`src/hw/rtl/lpr_pkg.sv`:
```
`timescale 1ns / 1ps

package lpr_pkg;

   // Port field widths.
   localparam int CFG_W      = 5;
   localparam int PAGE_W     = 16;
   localparam int SLOT_OUT_W = 4;
   localparam int TOTAL_W    = 32;

   // Defaults for the top-level parameters.
   localparam int FRAME_COUNT_DEF = 16;
   localparam int PAGE_BITS_DEF   = 16;

   // Frame count after reset.
   localparam logic [CFG_W-1:0] FRAMES_RESET = 5'd16;

endpackage

```
`src/hw/rtl/lru_page_replacement.sv`:
```
`timescale 1ns / 1ps
// Each request makes a search pass and an update pass over the frame memory, one entry
// per cycle through its single read port, then waits in ST_DONE until the response can be
// placed; a new request is accepted only once the last one has left ST_DONE.
// Reset (synchronous, active high) empties every frame, zeroes both totals and sets
// the frame count to 16. A configuration write does the same with the written count.

module lru_page_replacement #(
   parameter int FRAME_COUNT = lpr_pkg::FRAME_COUNT_DEF,
   parameter int PAGE_BITS   = lpr_pkg::PAGE_BITS_DEF
) (
   input  logic                           clock,
   input  logic                           reset,
   input  logic                           req_valid,
   output logic                           req_ready,
   input  logic [lpr_pkg::PAGE_W-1:0]     req_page_number,
   output logic                           rsp_valid,
   input  logic                           rsp_ready,
   output logic                           rsp_was_hit,
   output logic [lpr_pkg::SLOT_OUT_W-1:0] rsp_frame_slot,
   output logic                           rsp_evicted_valid,
   output logic [lpr_pkg::PAGE_W-1:0]     rsp_evicted_page,
   output logic [lpr_pkg::TOTAL_W-1:0]    rsp_hit_total,
   output logic [lpr_pkg::TOTAL_W-1:0]    rsp_fault_total,
   input  logic                           csr_wr_en,
   input  logic [lpr_pkg::CFG_W-1:0]      csr_wr_data
);
   import lpr_pkg::*;

   localparam int SLOT_W = (FRAME_COUNT > 1) ? $clog2(FRAME_COUNT) : 1;
   localparam int RANK_W = SLOT_W;
   localparam int CNT_W  = $clog2(FRAME_COUNT + 1);
   localparam int CMP_W  = (CNT_W > CFG_W) ? CNT_W : CFG_W;
   localparam int WORD_W = PAGE_BITS + RANK_W;

   typedef enum logic [3:0] {
      ST_IDLE   = 4'b0001,
      ST_SEARCH = 4'b0010,
      ST_UPDATE = 4'b0100,
      ST_DONE   = 4'b1000
   } state_type;

   // Each word holds a frame's page and its recency rank (0 is most recent).
   logic [WORD_W-1:0] frame_mem [FRAME_COUNT];
   logic [WORD_W-1:0] mem_rd_ff;
   logic              mem_we;
   logic [SLOT_W-1:0] mem_waddr;
   logic [WORD_W-1:0] mem_wdata;
   logic [SLOT_W-1:0] mem_raddr;

   state_type            state_ff, state_in;
   logic [CFG_W-1:0]     frames_ff, frames_in;
   logic [FRAME_COUNT-1:0] valid_ff, valid_in;
   logic [TOTAL_W-1:0]   hits_ff, hits_in;
   logic [TOTAL_W-1:0]   faults_ff, faults_in;
   logic                 iss_on_ff, iss_on_in;
   logic [SLOT_W-1:0]    iss_idx_ff, iss_idx_in;
   logic                 dat_vld_ff, dat_vld_in;
   logic [SLOT_W-1:0]    dat_idx_ff, dat_idx_in;
   logic                 rsp_valid_ff, rsp_valid_in;

   logic [SLOT_W-1:0]    last_ff, last_in;
   logic [PAGE_BITS-1:0] page_ff, page_in;
   logic                 hit_ff, hit_in;
   logic [SLOT_W-1:0]    hit_idx_ff, hit_idx_in;
   logic [RANK_W-1:0]    hit_rank_ff, hit_rank_in;
   logic                 empty_ff, empty_in;
   logic [SLOT_W-1:0]    empty_idx_ff, empty_idx_in;
   logic [SLOT_W-1:0]    best_idx_ff, best_idx_in;
   logic [RANK_W-1:0]    best_rank_ff, best_rank_in;
   logic [PAGE_BITS-1:0] best_page_ff, best_page_in;

   logic                      was_hit_ff, was_hit_in;
   logic [SLOT_OUT_W-1:0]     slot_out_ff, slot_out_in;
   logic                      evicted_ff, evicted_in;
   logic [PAGE_W-1:0]         evicted_page_ff, evicted_page_in;
   logic [TOTAL_W-1:0]        hit_total_ff, hit_total_in;
   logic [TOTAL_W-1:0]        fault_total_ff, fault_total_in;

   logic [CMP_W-1:0]     cfg_ext;
   logic [SLOT_W-1:0]    act_last;
   logic [PAGE_BITS-1:0] dat_page;
   logic [RANK_W-1:0]    dat_rank;
   logic                 dat_valid;
   logic [SLOT_W-1:0]    sel_idx;
   logic [RANK_W-1:0]    aged_rank;

   // Frame memory: one write and one registered read per cycle.
   always_ff @(posedge clock) begin
      if (mem_we) begin
         frame_mem[mem_waddr] <= mem_wdata;
      end
      mem_rd_ff <= frame_mem[mem_raddr];
   end

   always_comb begin
      cfg_ext = CMP_W'(frames_ff);
      if (cfg_ext == '0) begin
         act_last = '0;
      end else if (cfg_ext > CMP_W'(FRAME_COUNT)) begin
         act_last = SLOT_W'(FRAME_COUNT - 1);
      end else begin
         act_last = SLOT_W'(cfg_ext - 1'b1);
      end
   end

   assign dat_page  = mem_rd_ff[WORD_W-1:RANK_W];
   assign dat_rank  = mem_rd_ff[RANK_W-1:0];
   assign dat_valid = valid_ff[dat_idx_ff];
   assign sel_idx   = hit_ff ? hit_idx_ff : (empty_ff ? empty_idx_ff : best_idx_ff);

   // On a hit only frames more recent than the hit frame age; on a fault all of them do.
   assign aged_rank = (!hit_ff || (dat_rank < hit_rank_ff)) ? RANK_W'(dat_rank + 1'b1)
                                                            : dat_rank;

   always_comb begin
      state_in        = state_ff;
      frames_in       = frames_ff;
      valid_in        = valid_ff;
      hits_in         = hits_ff;
      faults_in       = faults_ff;
      iss_on_in       = iss_on_ff;
      iss_idx_in      = iss_idx_ff;
      dat_vld_in      = 1'b0;
      dat_idx_in      = iss_idx_ff;
      rsp_valid_in    = rsp_valid_ff;
      last_in         = last_ff;
      page_in         = page_ff;
      hit_in          = hit_ff;
      hit_idx_in      = hit_idx_ff;
      hit_rank_in     = hit_rank_ff;
      empty_in        = empty_ff;
      empty_idx_in    = empty_idx_ff;
      best_idx_in     = best_idx_ff;
      best_rank_in    = best_rank_ff;
      best_page_in    = best_page_ff;
      was_hit_in      = was_hit_ff;
      slot_out_in     = slot_out_ff;
      evicted_in      = evicted_ff;
      evicted_page_in = evicted_page_ff;
      hit_total_in    = hit_total_ff;
      fault_total_in  = fault_total_ff;
      mem_we          = 1'b0;
      mem_waddr       = dat_idx_ff;
      mem_wdata       = '0;
      mem_raddr       = iss_idx_ff;

      if (rsp_valid_ff && rsp_ready) begin
         rsp_valid_in = 1'b0;
      end

      // Read issue shared by both passes; the data comes back in the next cycle.
      if (iss_on_ff) begin
         dat_vld_in = 1'b1;
         if (iss_idx_ff == last_ff) begin
            iss_on_in = 1'b0;
         end else begin
            iss_idx_in = SLOT_W'(iss_idx_ff + 1'b1);
         end
      end

      case (state_ff)
         ST_IDLE: begin
            if (req_valid) begin
               page_in    = PAGE_BITS'(req_page_number);
               last_in    = act_last;
               iss_on_in  = 1'b1;
               iss_idx_in = '0;
               hit_in     = 1'b0;
               empty_in   = 1'b0;
               state_in   = ST_SEARCH;
            end
         end
         ST_SEARCH: begin
            if (dat_vld_ff) begin
               if (dat_valid && (dat_page == page_ff) && !hit_ff) begin
                  hit_in      = 1'b1;
                  hit_idx_in  = dat_idx_ff;
                  hit_rank_in = dat_rank;
               end
               if (!dat_valid && !empty_ff) begin
                  empty_in     = 1'b1;
                  empty_idx_in = dat_idx_ff;
               end
               // Strict compare keeps the lowest frame among equal ranks.
               if ((dat_idx_ff == '0) || (dat_rank > best_rank_ff)) begin
                  best_idx_in  = dat_idx_ff;
                  best_rank_in = dat_rank;
                  best_page_in = dat_page;
               end
               if (dat_idx_ff == last_ff) begin
                  iss_on_in  = 1'b1;
                  iss_idx_in = '0;
                  state_in   = ST_UPDATE;
               end
            end
         end
         ST_UPDATE: begin
            if (dat_vld_ff) begin
               if (dat_idx_ff == sel_idx) begin
                  mem_we               = 1'b1;
                  mem_wdata            = {page_ff, RANK_W'(0)};
                  valid_in[dat_idx_ff] = 1'b1;
               end else if (dat_valid) begin
                  mem_we    = 1'b1;
                  mem_wdata = {dat_page, aged_rank};
               end
               if (dat_idx_ff == last_ff) begin
                  if (hit_ff) begin
                     if (hits_ff != '1) begin
                        hits_in = hits_ff + 1'b1;
                     end
                  end else if (faults_ff != '1) begin
                     faults_in = faults_ff + 1'b1;
                  end
                  state_in = ST_DONE;
               end
            end
         end
         ST_DONE: begin
            if (!rsp_valid_ff || rsp_ready) begin
               rsp_valid_in    = 1'b1;
               was_hit_in      = hit_ff;
               slot_out_in     = SLOT_OUT_W'(sel_idx);
               evicted_in      = !hit_ff && !empty_ff;
               evicted_page_in = (!hit_ff && !empty_ff) ? PAGE_W'(best_page_ff) : '0;
               hit_total_in    = hits_ff;
               fault_total_in  = faults_ff;
               state_in        = ST_IDLE;
            end
         end
         default: begin
            state_in = ST_IDLE;
         end
      endcase

      if (csr_wr_en) begin
         frames_in = csr_wr_data;
         valid_in  = '0;
         hits_in   = '0;
         faults_in = '0;
      end
   end

   always_ff @(posedge clock) begin
      if (reset) begin
         state_ff     <= ST_IDLE;
         frames_ff    <= FRAMES_RESET;
         valid_ff     <= '0;
         hits_ff      <= '0;
         faults_ff    <= '0;
         iss_on_ff    <= 1'b0;
         iss_idx_ff   <= '0;
         dat_vld_ff   <= 1'b0;
         dat_idx_ff   <= '0;
         rsp_valid_ff <= 1'b0;
      end else begin
         state_ff     <= state_in;
         frames_ff    <= frames_in;
         valid_ff     <= valid_in;
         hits_ff      <= hits_in;
         faults_ff    <= faults_in;
         iss_on_ff    <= iss_on_in;
         iss_idx_ff   <= iss_idx_in;
         dat_vld_ff   <= dat_vld_in;
         dat_idx_ff   <= dat_idx_in;
         rsp_valid_ff <= rsp_valid_in;
      end
   end

   always_ff @(posedge clock) begin
      last_ff         <= last_in;
      page_ff         <= page_in;
      hit_ff          <= hit_in;
      hit_idx_ff      <= hit_idx_in;
      hit_rank_ff     <= hit_rank_in;
      empty_ff        <= empty_in;
      empty_idx_ff    <= empty_idx_in;
      best_idx_ff     <= best_idx_in;
      best_rank_ff    <= best_rank_in;
      best_page_ff    <= best_page_in;
      was_hit_ff      <= was_hit_in;
      slot_out_ff     <= slot_out_in;
      evicted_ff      <= evicted_in;
      evicted_page_ff <= evicted_page_in;
      hit_total_ff    <= hit_total_in;
      fault_total_ff  <= fault_total_in;
   end

   assign req_ready         = (state_ff == ST_IDLE);
   assign rsp_valid         = rsp_valid_ff;
   assign rsp_was_hit       = was_hit_ff;
   assign rsp_frame_slot    = slot_out_ff;
   assign rsp_evicted_valid = evicted_ff;
   assign rsp_evicted_page  = evicted_page_ff;
   assign rsp_hit_total     = hit_total_ff;
   assign rsp_fault_total   = fault_total_ff;

endmodule

```
`config.mk`:
```
export PLATFORM = sky130hd
export DESIGN_NAME = lru_page_replacement
export DESIGN_NICKNAME = d
export VERILOG_FILES = /design/src/hw/rtl/lpr_pkg.sv /design/src/hw/rtl/lru_page_replacement.sv
export SDC_FILE = /design/constraint.sdc
export NUM_CORES = 1
export LEC_CHECK = 0
export ABC_AREA = 1
export BUFFER_PORTS_ARGS = -buffer_cell sky130_fd_sc_hd__buf_4
export CORE_MARGIN = 4
export CORE_UTILIZATION = 30
export DETAILED_ROUTE_END_ITERATION = 8
export SETUP_SLACK_MARGIN = 0.15
export SYNTH_ARGS = -nofsm -noshare
export SYNTH_HDL_FRONTEND = slang
export SYNTH_SLANG_ARGS = --single-unit
```
`constraint.sdc`:
```
create_clock -name clock -period 11.3 [get_ports clock]
set_input_delay 1.13 -clock clock [delete_from_list [all_inputs] [get_ports clock]]
set_output_delay 1.13 -clock clock [all_outputs]
set_load 0.005 [all_outputs]
```
==> results of run 1 <==
==> how the worst max path moves through the flow <==
stage	from	slack, ns	end
after CTS	dat_idx_ff[0]	7.68	frame_mem[8][3]
final	dat_idx_ff[0]	7.70	frame_mem[8][3]
after global placement	dat_idx_ff[0]	7.81	frame_mem[8][0]
after detailed placement	dat_idx_ff[0]	7.72	frame_mem[8][1]
after floorplan	rsp_ready	6.00	rsp_evicted_page[0]
after global routing	dat_idx_ff[0]	7.43	frame_mem[8][3]
==> cells in the final DEF, fill, tap and decap left out, drive strengths merged, types with 2 or more instances in the layout <==
cell type and instances:
nand2 477, edfxtp 464, nor2 339, o21ai 184
inv 156, buf 136, dfxtp 120, a21oi 98
clkbuf 90, nand3 74, o221ai 54, xor2 33
nand4 27, o22ai 27, o211ai 27, nand3b 19
nor3 17, xnor2 15, a21boi 15, ha 12
clkinv 12, or2 6, clkinvlp 3, bufinv 2
==> critical path, stage by stage, from the launching register on <==
cell	delay (ns)
dfxtp_1	0.71
nand2_1	0.28
nor2_1	0.16
a21oi_1	0.05
nand2_1	0.07
nand2_1	0.04
nand2_1	0.10
inv_1	0.06
nand2_2	0.08
nand2_2	0.35
a21boi_2	0.95
buf_4	0.40
==> layout make-up <==
class                   count  area share
inverters                 155     0.02100
clock inverters            18    0.006794
flip-flops and latches    584      0.5762
well taps                1060     0.04676
multi-input cells        1428      0.2532
clock buffers              90     0.06000
repair buffers            136     0.03600
==> state kept, by name, indices dropped and copies added (netlist names), 5 cells and up <==
register          flops
hits_ff              32
page_ff              16
mem_rd_ff            20
frame_mem           320
rsp_evicted_page     16
best_page_ff         16
valid_ff             16
cfg_ext               5
faults_ff            32
rsp_fault_total      32
rsp_hit_total        32
==> kinds of logic after synthesis <==
kind of cell | count (synthesis)
adder cells (fa/ha/maj) | 12
AND/OR/NAND/NOR | 959
AO/OA/AOI/OAI | 409
buffers and inverters | 256
flip-flops | 584
XOR/XNOR | 48
==> where the power goes <==
| part | total, mW | internal [mW] | switching [mW] | leakage (nW) |
|---|---|---|---|---|
| Combinational | 0.217 | 0.0637 | 0.153 | 3.41 |
| Sequential | 2.35 | 2.32 | 0.0327 | 4.97 |
| Clock | 1.90 | 1.08 | 0.814 | 0.920 |
==> stage by stage <==
step	hold WS (ns)	setup slack, ns
after floorplan	0.4258	5.999
after global placement	0.4436	7.811
after detailed placement	0.4451	7.719
after CTS	0.4536	7.677
after global routing	0.4781	7.428
final	0.4515	7.697
==> layer usage <==
metal  vias up  global-route usage  wire length [um]
met1      8042              0.1852             27560
met3        88             0.02279              3153
li1       8060                   -                 -
met4         0             0.03623              1397
met2       449              0.2425             30260
met5         -                   0                 0
==> results.cfg, run 1 <==
[setup_path]
critPathMaxFanout = 18
reg2reg_depth = 11
cp.arrival_ns = 3.86
criticalPathCategory = reg -> reg
reg2reg_to = frame_mem[8][3]
startpoint_type = register
crit_required_ns = 11.56
rrSetupSlack_ns = 7.70
r2r_start = dat_idx_ff[0]
cp-end-kind = register

[routing]
dr_total_vias = 16639
drc = 0
first_iter_violations = 1198
wl_per_cell_um = 17.97
antenna_left = 0
via_per_inst = 4.794
wl_um = 62380
first_pass_iters = 5

[timing]
drv_slew = 0
slew_headroom = 0.1887
setup_violations = 0
worstMarginPinSlew_ns = 1.216
fin_crit_ns = 3.603
setup-tns-final_ns = 0
finalHoldViolCount = 0
finalCritPeriodShare = 0.3189
clock_skew_ns = 0.05393
max_freq_ghz = 0.2775
grt_setup_unrepaired = no

[clock_network]
ctsLongestPathBuffers = 3
cts_tree = built
clkSinkCount = 584
path_clk_slew_ns = 0.05
cts_buffers = 57
cts_hold_buf = 0
cts.htree.levels = 2
clock_latency_ns = 0.63
post-cts-setup-buffers = 0
cts-root-buf = clkbuf_16
cts_resized = 0

[synth]
synth_top_family_by_area = simple AND/OR/NAND/NOR gates
synth_area_leaders = edfxtp_1 57%, dfxtp_1 9.8%, nand2_1 7.0%, nor2_1 5.0%, o21ai_0 3.8%
synth_xor_xnor_area_share = 0.01743
synthAdderAreaFrac = 0.006117
synth.mux.area_fraction = 0
yosysMostFrequentCell = edfxtp_1
yosysWarnings = 0
synth-seq-cells = 584
synth.cell_area_mm2 = 0.02454
synthSimpleGateAreaFrac = 0.1645
synth_edf_count = 464
seq_area_frac_synth = 0.6656
synth_compound_area_frac = 0.1013
syn_nets = 2306
synth_area_per_cell_um2 = 10.82
syn_inst = 2268
synthFlopType = edfxtp_1
synth_largest_area_cell = edfxtp_1
synth_top_area_frac = 0.5677
async_flop_share = 0
synth_common_cells = 464 x edfxtp_1, 458 x nand2_1, 325 x nor2_1
synth_cell_type_count = 44

[layout]
multi_input_area_mm2 = 0.007182
antenna_cells = 0
fin_util = 0.3510
stdcell_count = 3471
fin_nets = 2400
postLayoutCellArea_mm2 = 0.02836
area_growth_pct = 15.55
drive_gt1_frac = 0.1282
nFillCells = 7906
regArea_mm2 = 0.01634

[die]
die_y_um = 294.0
dieArea_mm2 = 0.08645
core-area_mm2 = 0.08081
die_w_um = 294.0
fp-row-count = 104
start_util = 0.3037
num_io_pins = 114

[power_and_ir_drop]
leakage_nw = 9.305
total_power_mw = 4.467
peakVddDrop_mv = 0.1290
power-per-cell-area_mw_per_mm2 = 157.5

[global_routing]
antenna_found_initial = 0
grt_max_degree = 85
grt_use_total = 0.1407
grt_pass1_wl_um = 95560
overflow = 0
first_global_vias = 16118

[worst_hold_path]
min_to = valid_ff[3]
whs_path_depth = 2
min_from = valid_ff[3]
hold_class = reg -> reg

[place]
portBuffers = 113
placed_area_mm2 = 0.02647
place.gp.congestion = 0.9045
hpwl_um = 38860
placed_cells = 3363

[run]
drv_cap = 0

[run_status]
status = finished, final reports clean
No activity file was read; power rests on OpenSTA's default activity.
==> run 2: changes to the inputs <==
ABC_AREA = 0   (was 1)
clock period = 3.4 ns   (was 11.3 ns; I/O delays follow)
==> run 2 against run 1 <==
Against the previous run: sequential share of layout area up 0.94 points; first-iteration DRC count decreased by 23%; count of clock-buffer cells in the layout fell by 12; utilization rose by 1.5 points; setup slack worse by 7.5 ns; via count down 20%; register-to-register slack got worse by 7.5 ns; largest power group unchanged; critical path depth shrank 6; clock power rose to 3.6 times the previous value; flip-flop and latch count is the same; cell count decreased by 23%; hold slack worse by 0.38 ns.
==> results.cfg, run 2 <==
[synth]
synth_area_leaders = edfxtp_1 60%, dfxtp_1 10%, mux4_2 10%, nand2_1 1.2%, o31ai_1 1.1%
synth_edf_count = 464
yosysWarnings = 0
yosysMostFrequentCell = edfxtp_1
synthFlopType = edfxtp_1
synth-seq-cells = 584
async_flop_share = 0
synth.cell_area_mm2 = 0.02316
seq_area_frac_synth = 0.7053
syn_nets = 1441
synth_cell_type_count = 63
synth_common_cells = 464 x edfxtp_1, 120 x dfxtp_1, 105 x mux4_2
synth_top_area_frac = 0.6016
synth_area_per_cell_um2 = 16.51
syn_inst = 1403
synth_largest_area_cell = edfxtp_1

[clock_network]
clkSinkCount = 584
cts_buffers = 60
cts_tree = built
ctsLongestPathBuffers = 3
clock_latency_ns = 0.64
cts-root-buf = clkbuf_16
cts.htree.levels = 2
path_clk_slew_ns = 0.06

[die]
dieArea_mm2 = 0.08172
num_io_pins = 114
start_util = 0.3040
fp-row-count = 101
die_y_um = 285.9
core-area_mm2 = 0.07620
die_w_um = 285.9

[routing]
wl_um = 53560
via_per_inst = 4.987
dr_total_vias = 13255
first_pass_iters = 5
first_iter_violations = 924
wl_per_cell_um = 20.15
drc = 0
antenna_left = 0

[setup_path]
criticalPathCategory = reg -> reg
startpoint_type = register
crit_required_ns = 3.70
timing.critical_path.max_delay_family = multiplexers
path_buf_inv = 1
crit_slowest_cell = a31oi_1
cp-end-kind = register
cp_cell_sequence = mux4_2, mux2_2, a31oi_1, nor4_2, buf_4
cp.arrival_ns = 3.51
critPathMaxFanout = 20
slowest_delay_ns = 0.87

[timing]
fin_ws_ns = 0.1947
drv_slew = 0
max_freq_ghz = 0.3120
slew_headroom = 0.1926
fin_crit_ns = 3.205
setup-tns-final_ns = 0
finalCritPeriodShare = 0.9427
worstMarginPinSlew_ns = 1.206
clock_skew_ns = 0.05289
setup_violations = 0
finalHoldViolCount = 0
grt_setup_unrepaired = yes

[place]
dp_slack_ns = 0.1049
place.gp.congestion = 0.7645
placed_area_mm2 = 0.02560
portBuffers = 113
hpwl_um = 33560

[power_and_ir_drop]
power-per-cell-area_mw_per_mm2 = 547.9
peakVddDrop_mv = 0.4236
leakage_nw = 9.553

[layout]
nFillCells = 7069
fin_util = 0.3662
postLayoutCellArea_mm2 = 0.02791
area_growth_pct = 20.49
drive_gt1_frac = 0.2537
fin_nets = 1615
layout_commonest_cell = edfxtp_1
regMostFlops = frame_mem
final_cell_mix = 464 x edfxtp_1, 163 x buf_4, 118 x dfxtp_1
largest_reg_flops = 320
multi_input_area_mm2 = 0.006499
antenna_cells = 0
regArea_mm2 = 0.01634

[run]
drv_cap = 0

[global_routing]
first_global_vias = 13481
grt_max_degree = 85
antenna_found_initial = 0
overflow = 0
grt_use_total = 0.1299
grt_pass1_wl_um = 82800

[worst_hold_path]
hold_class = in -> reg

[run_status]
status = finished, final reports clean
run 2: changes by cell type in the layout (fill, tap and decap cells not counted), sizes merged, moves of 40 or more:
cell and change:
o21ai -165, nand3 -40, inv -110, o221ai -54, nand2 -406, nor2 -318, mux4 +105, a21oi -49
run 2: logic make-up after synthesis:
kind of cell,share of synthesized area
flip-flops,0.7053
AND/OR/NAND/NOR,0.08535
AO/OA/AOI/OAI,0.05985
multiplexers,0.1113
buffers and inverters,0.02074
XOR/XNOR,0.01097
adder cells (fa/ha/maj),0.006482
run 2: final timing paths:
path                  from              end  slack, ns  cells past startpoint
max          dat_idx_ff[1]  frame_mem[2][2]       0.19                      5
min              req_valid      state_ff[1]       0.07                      3
max reg2reg  dat_idx_ff[1]  frame_mem[2][2]       0.19                      5
min reg2reg   valid_ff[12]     valid_ff[12]       0.45                      2
run 2: cell type report:
class | instances | share of cell area
Clock buffer | 78 | 0.05909
Clock inverter | 35 | 0.01551
Inverter | 43 | 0.005783
Multi-Input combinational cell | 699 | 0.2329
Sequential cell | 584 | 0.5856
Tap cell | 1030 | 0.04618
Timing Repair Buffer | 189 | 0.05497
run 2: stage by stage:
| step | hold WS [ns] | total power [mW] | std cells |
|---|---|---|---|
| 2_1_floorplan | 0.4144 | 8.373 | 1403 |
| 3_3_place_gp | 0.4339 | 8.633 | 2524 |
| 3_5_place_dp | 0.4433 | 8.643 | 2524 |
| 4_1_cts | 0.03559 | 15.48 | 2658 |
| 5_1_grt | 0.08697 | 15.89 | 2658 |
| 6_report | 0.07323 | 15.29 | 2658 |
run 2: where the power goes:
part	leakage [nW]	internal, mW	switching (mW)
logic	2.61	0.317	0.348
registers	5.93	7.71	0.117
clock network	1.02	4.04	2.75
run 2: tightest hold or removal path, stage by stage:
cell and delay, ns:
buf_4 0.09, nand2_1 0.09, a21oi_1 0.13
run 2: repair_timing:
action / 4_1_cts / 5_1_grt
endpoints found under the setup margin: 16 / 442
setup buffers: 0 / 0
resized for setup: 1 / 4
endpoints found under the hold margin: 21 / 0
hold buffers: 21 / 0
run 2: layer usage:
| metal | vias up | share of wire | track usage |
|---|---|---|---|
| met5 | - | 0 | 0 |
| met4 | 0 | 0.019 | 0.03402 |
| met3 | 59 | 0.058 | 0.02406 |
| met2 | 345 | 0.50 | 0.2224 |
| met1 | 6822 | 0.43 | 0.1706 |
| li1 | 6029 | - | - |
